<file path="src/hdl/gdi_pkg.sv">
// ----------------------------------------------------------------------------
// gdi_pkg
// Shared sizes, codes and record types of the iFUB graph diameter block.
// ----------------------------------------------------------------------------
`default_nettype none

package gdi_pkg;

  // Graph store sizes.
  localparam int MAX_NODES = 1024;
  localparam int MAX_EDGES = 4096;
  localparam int ENTRIES   = 2 * MAX_EDGES;
  localparam int NODE_W    = $clog2(MAX_NODES);
  localparam int CNT_W     = NODE_W + 1;
  localparam int ENT_W     = $clog2(ENTRIES);
  localparam int ECNT_W    = ENT_W + 1;
  localparam int UB_W      = NODE_W + 2;

  // Input command codes.
  localparam logic [1:0] CMD_CLEAR   = 2'd0;
  localparam logic [1:0] CMD_ADD     = 2'd1;
  localparam logic [1:0] CMD_COMPUTE = 2'd2;

  // Result status codes.
  localparam logic [1:0] STATUS_OK      = 2'd0;
  localparam logic [1:0] STATUS_DROPPED = 2'd1;
  localparam logic [1:0] STATUS_BADROOT = 2'd2;

  // Per-node adjacency list record.
  typedef struct packed {
    logic             valid;
    logic [ENT_W-1:0] head;
    logic [ENT_W-1:0] tail;
  } node_rec_t;

  // Work queue entry of a search.
  typedef struct packed {
    logic [NODE_W-1:0] hops;
    logic [NODE_W-1:0] node;
  } wq_rec_t;

  // Micro-operations issued by the controller.
  typedef enum logic [4:0] {
    OP_NONE, OP_CLR, OP_ACCEPT, OP_ADD_RD, OP_ADD_WR, OP_VCLR, OP_BINIT,
    OP_QCHK, OP_QRD, OP_NRD, OP_ERD, OP_VRD, OP_ENEXT, OP_BEND, OP_LCHK,
    OP_LRD, OP_LRD2, OP_KCHK, OP_KRD, OP_FIN
  } op_t;

  typedef struct packed {
    op_t op;
  } ctl_cmd_t;

  typedef struct packed {
    logic sweep_last;
    logic in_clear;
    logic in_add;
    logic in_add_ok;
    logic in_compute;
    logic root_bad;
    logic add_second;
    logic q_empty;
    logic node_valid;
    logic edge_in_range;
    logic tail_hit;
    logic first_bfs;
    logic bounds_met;
    logic level_stop;
    logic dd_is_depth;
    logic k_done;
    logic out_busy;
  } dp_stat_t;

endpackage

`default_nettype wire

</file>
<file path="src/hdl/gdi_ctrl.sv">
// ----------------------------------------------------------------------------
// gdi_ctrl
// Controller state machine: sequences clears, edge appends and BFS sweeps.
// ----------------------------------------------------------------------------
`default_nettype none

module gdi_ctrl import gdi_pkg::*; (
  input  wire logic     clk,
  input  wire logic     rst_n,
  input  wire logic     in_valid,
  output logic          in_ready,
  input  wire dp_stat_t st,
  output ctl_cmd_t      cmd
);

  typedef enum logic [18:0] {
    S_CLR   = 19'd1 << 0,
    S_IDLE  = 19'd1 << 1,
    S_ADDRD = 19'd1 << 2,
    S_ADDWR = 19'd1 << 3,
    S_VCLR  = 19'd1 << 4,
    S_BINIT = 19'd1 << 5,
    S_QCHK  = 19'd1 << 6,
    S_QRD   = 19'd1 << 7,
    S_NRD   = 19'd1 << 8,
    S_ERD   = 19'd1 << 9,
    S_VRD   = 19'd1 << 10,
    S_ENEXT = 19'd1 << 11,
    S_BEND  = 19'd1 << 12,
    S_LCHK  = 19'd1 << 13,
    S_LRD   = 19'd1 << 14,
    S_LRD2  = 19'd1 << 15,
    S_KCHK  = 19'd1 << 16,
    S_KRD   = 19'd1 << 17,
    S_FIN   = 19'd1 << 18
  } state_t;

  state_t state_r, state_nxt;

  assign in_ready = (state_r == S_IDLE);

  // Next state and the micro-operation of the current state.
  always_comb begin
    state_nxt = state_r;
    cmd.op    = OP_NONE;
    case (state_r)
      S_CLR: begin
        cmd.op = OP_CLR;
        if (st.sweep_last) state_nxt = S_IDLE;
      end
      S_IDLE: begin
        if (in_valid) begin
          cmd.op = OP_ACCEPT;
          if (st.in_clear) state_nxt = S_CLR;
          else if (st.in_add && st.in_add_ok) state_nxt = S_ADDRD;
          else if (st.in_compute && st.root_bad) state_nxt = S_FIN;
          else if (st.in_compute) state_nxt = S_VCLR;
        end
      end
      S_ADDRD: begin
        cmd.op = OP_ADD_RD;
        state_nxt = S_ADDWR;
      end
      S_ADDWR: begin
        cmd.op = OP_ADD_WR;
        state_nxt = st.add_second ? S_IDLE : S_ADDRD;
      end
      S_VCLR: begin
        cmd.op = OP_VCLR;
        if (st.sweep_last) state_nxt = S_BINIT;
      end
      S_BINIT: begin
        cmd.op = OP_BINIT;
        state_nxt = S_QCHK;
      end
      S_QCHK: begin
        cmd.op = OP_QCHK;
        state_nxt = st.q_empty ? S_BEND : S_QRD;
      end
      S_QRD: begin
        cmd.op = OP_QRD;
        state_nxt = S_NRD;
      end
      S_NRD: begin
        cmd.op = OP_NRD;
        state_nxt = st.node_valid ? S_ERD : S_QCHK;
      end
      S_ERD: begin
        cmd.op = OP_ERD;
        state_nxt = st.edge_in_range ? S_VRD : S_ENEXT;
      end
      S_VRD: begin
        cmd.op = OP_VRD;
        state_nxt = S_ENEXT;
      end
      S_ENEXT: begin
        cmd.op = OP_ENEXT;
        state_nxt = st.tail_hit ? S_QCHK : S_ERD;
      end
      S_BEND: begin
        cmd.op = OP_BEND;
        if (st.first_bfs) state_nxt = S_LCHK;
        else if (st.bounds_met) state_nxt = S_FIN;
        else state_nxt = S_KCHK;
      end
      S_LCHK: begin
        cmd.op = OP_LCHK;
        state_nxt = st.level_stop ? S_FIN : S_LRD;
      end
      S_LRD: begin
        cmd.op = OP_LRD;
        state_nxt = st.dd_is_depth ? S_KCHK : S_LRD2;
      end
      S_LRD2: begin
        cmd.op = OP_LRD2;
        state_nxt = S_KCHK;
      end
      S_KCHK: begin
        cmd.op = OP_KCHK;
        state_nxt = st.k_done ? S_LCHK : S_KRD;
      end
      S_KRD: begin
        cmd.op = OP_KRD;
        state_nxt = S_VCLR;
      end
      S_FIN: begin
        cmd.op = OP_FIN;
        if (!st.out_busy) state_nxt = S_IDLE;
      end
      default: state_nxt = S_CLR;
    endcase
  end

  // State register; reset starts with a clearing pass over the node table.
  always_ff @(posedge clk) begin
    if (!rst_n) begin
      state_r <= S_CLR;
    end else begin
      state_r <= state_nxt;
    end
  end

endmodule

`default_nettype wire

</file>
<file path="config.mk">
export PLATFORM = sky130hd
export DESIGN_NAME = gdi_ctrl
export DESIGN_NICKNAME = d
export VERILOG_FILES = /design/src/hdl/gdi_pkg.sv /design/src/hdl/gdi_ctrl.sv
export SDC_FILE = /design/constraint.sdc
export NUM_CORES = 1
export LEC_CHECK = 0
export ABC_CLOCK_PERIOD_IN_PS = 2400
export BUFFER_PORTS_ARGS = -buffer_cell sky130_fd_sc_hd__buf_2
export CAP_MARGIN = 40
export CORE_MARGIN = 2
export CORE_UTILIZATION = 50
export CTS_CLUSTER_DIAMETER = 200
export DETAILED_ROUTE_END_ITERATION = 8
export PLACE_DENSITY_LB_ADDON = 0.15
export SETUP_SLACK_MARGIN = 0.05
export SYNTH_ARGS = -nofsm -noshare
export SYNTH_HDL_FRONTEND = slang
export SYNTH_SLANG_ARGS = --single-unit
</file>
<file path="constraint.sdc">
create_clock -name clk -period 2.4 [get_ports clk]
set_input_delay 0.12 -clock clk [delete_from_list [all_inputs] [get_ports clk]]
set_output_delay 0.12 -clock clk [all_outputs]
set_load 0.005 [all_outputs]
</file>
==> reports/metrics.yaml <==
drc: 0
track_usage_pct: 26.4
synth_edf_count: 0
maxSlewHeadroom_pct: 76.9
num_rows: 19
worstHoldPathCells: 2
finClkSkew_ns: 0.00836
clkSinkCount: 19
drive_above_1_share_pct: 41.3
setup_viol: 0
reg.largest.list: "state_r (19)"
tritoncts: "built"
hold_violations: 0
synth_cell_type_count: 56
h-tree-depth: 1
synth_top_area_share_pct: 26.7
slowest_delay_ns: 0.58
multi_input_area_sq_um: 990
ys_top_cells_by_area: "dfxtp_1, nor2_1, nand3_1"
finalMaxSlewViolations: 0
yosysTopAreaCell: "dfxtp_1"
antenna_left: 0
grt_overflow_total: 0
synth_ff_type: "dfxtp_1"
grt_setup_unrepaired: "yes"
numPortBuffers: 25
critPathCaptureType: "output pin"
hp-class: "in2reg"
nets: 251
grt_max_degree: 13
antenna_found_initial: 0
syn_inst: 177
core-area_sq_mm: 0.00273
crit_type: "reg2out"
synth_area_per_cell_sq_um: 8.05
clkTransAtPathRegs_ns: 0.13
critPathBufInv: 2
top_register: "state_r"
grt_pass1_vias: 1511
grt_pass1_wl_microns: 6670
status: "finished, final reports clean"
vias_per_cell: 6.29
areaGrowthSynthToFinish_pct: 32.3
regArea_sq_um: 405
critPathLaunchType: "register"
leakagePower_nw: 0.843
fin_cells: 261
antenna_cells: 0
min_period_ns: 2.39
path_cells: "nor4_4, buf_4, nand4_1, or4b_4, nand3_2, or4_4, buf_2"
gp_congestion: 0.929
filler_cell_count: 209
dr.first_iter.drc_count: 149
rr_worst_depth: 8
cp_num_cells: 7
cts_buffers: 3
crit_family: "simple AND/OR/NAND/NOR gates"
dp_cells: 240
die_h_microns: 57.4
synth-seq-cells: 19
cp.required_ns: 2.28
cp_max_fo: 5
drt_pass1_iterations: 4
yosysWarnings: 0
die_area_sq_mm: 0.00329
min_period_over_period_pct: 99.4
synthArstFlopShare_pct: 0
drt_wl_total_microns: 4360
initial_core_util_pct: 52.1
clk_path_buf_depth: 2
hpwl_microns: 3090
finalPower_mw: 1.08
clock_latency_ns: 0.32
cts_root_buf: "clkbuf_4"
num_vias: 1641
ir_drop_v: 0.000386
wire_per_inst_microns: 16.7
die_w_microns: 57.4
ys_seq_area_share_pct: 26.7
slowest_stage: "or4b_4"
ios: 26
tightest_slew_ns: 0.344
largest_reg_flops: 19
hold_ws_ns: 0.0466
fmax_ghz: 0.419
syn-cell-area_sq_mm: 0.00143
power_density_mw_per_mm2: 574
drv_cap: 0
syn_nets: 197
cp.arrival_ns: 2.27
## Yosys cell counts, drive strengths merged, types with 3 or more instances
cell,n
inv,11
nor2,24
nand4b,4
nand4,6
or4,3
xor2,3
buf,8
nor3b,4
nand2,9
dfxtp,19
nor2b,4
and2,3
xnor2,3
nor4,8
o21ai,7
a21oi,5
and3,3
nor3,9
o32a,3
nand3,10
## worst register-to-register path: stages, from the launching register on
cell and delay, ns:
dfxtp_4 0.39, nor4_4 0.34, buf_4 0.20, nand4_2 0.16
or4b_4 0.57, buf_4 0.16, o221ai_2 0.14, mux2i_1 0.09
nor2_1 0.10
## layer usage
layer,track usage (%),up-vias,wire [microns]
li1,-,768,-
met1,33.0,760,1810
met2,43.0,92,2030
met3,5.22,21,354
met4,13.3,0,168
met5,0,-,0
## layout make-up
class | count | share of cell area [%]
Inverter | 11 | 2.19
Tap cell | 31 | 2.06
Clock inverter | 1 | 0.398
Clock buffer | 3 | 1.19
Sequential cell | 19 | 21.5
Multi-Input combinational cell | 138 | 52.5
Timing Repair Buffer | 58 | 20.2
## timing repair
item | CTS | global route
endpoints found under the setup margin | 4 | 4
pin swaps | 3 | 6
hold endpoints to repair | 3 | 0
buffers inserted | 7 | 7
hold buffers | 3 | 0
gates resized for setup | 12 | 13
## kinds of logic (layout without fill, tap and decap cells)
kind of cell,count (synthesis),count (layout),share of synthesized area (%)
AO/OA/AOI/OAI,28,28,14.9
XOR/XNOR,6,6,3.69
multiplexers,3,3,2.19
flip-flops,19,19,26.7
AND/OR/NAND/NOR,101,101,45.0
buffers and inverters,20,73,7.55
## stage by stage
step | cell area, sq um | setup WS (ns) | utilization [%] | TNS (ns)
2_1_floorplan | 1430 | 0.278 | - | 0
3_3_place_gp | 1640 | 0.194 | 60.1 | 0
3_5_place_dp | 1640 | 0.186 | 60.1 | 0
4_1_cts | 1800 | 0.0104 | 65.8 | 0
5_1_grt | 1890 | -0.0552 | 69.0 | -0.162
6_report | 1890 | 0.0147 | 69.0 | 0
## report_power, final
part / leakage (nW) / internal [mW] / switching, mW
sequential: 0.160 / 0.329 / 0.0163
combinational: 0.669 / 0.274 / 0.281
clock: 0.0139 / 0.0637 / 0.119
## placed cells by master, fill, tap and decap left out, types with 3 or more instances in the layout
cell type and n:
dfxtp_1 7, nor3b_1 4, clkbuf_4 3, nand3_1 9, dfxtp_4 4, nand4_1 5
or4_4 3, nor2b_1 4, nand4b_1 4, xor2_1 3, buf_4 30, a21oi_1 5
buf_2 25, xnor2_1 3, nor4_4 4, nand2_1 9, nor2_1 24, dlygate4sd3_1 3
dfxtp_2 8, nor3_1 9, o21ai_0 6, inv_1 11
## final timing paths
kind,from,endpoint,slack (ns)
max,state_r[15],cmd[0],0.01
min reg2reg,state_r[7],state_r[8],0.59
min,rst_n,state_r[0],0.05
max reg2reg,state_r[9],state_r[18],0.19
Power figures use the tool's default switching activity.
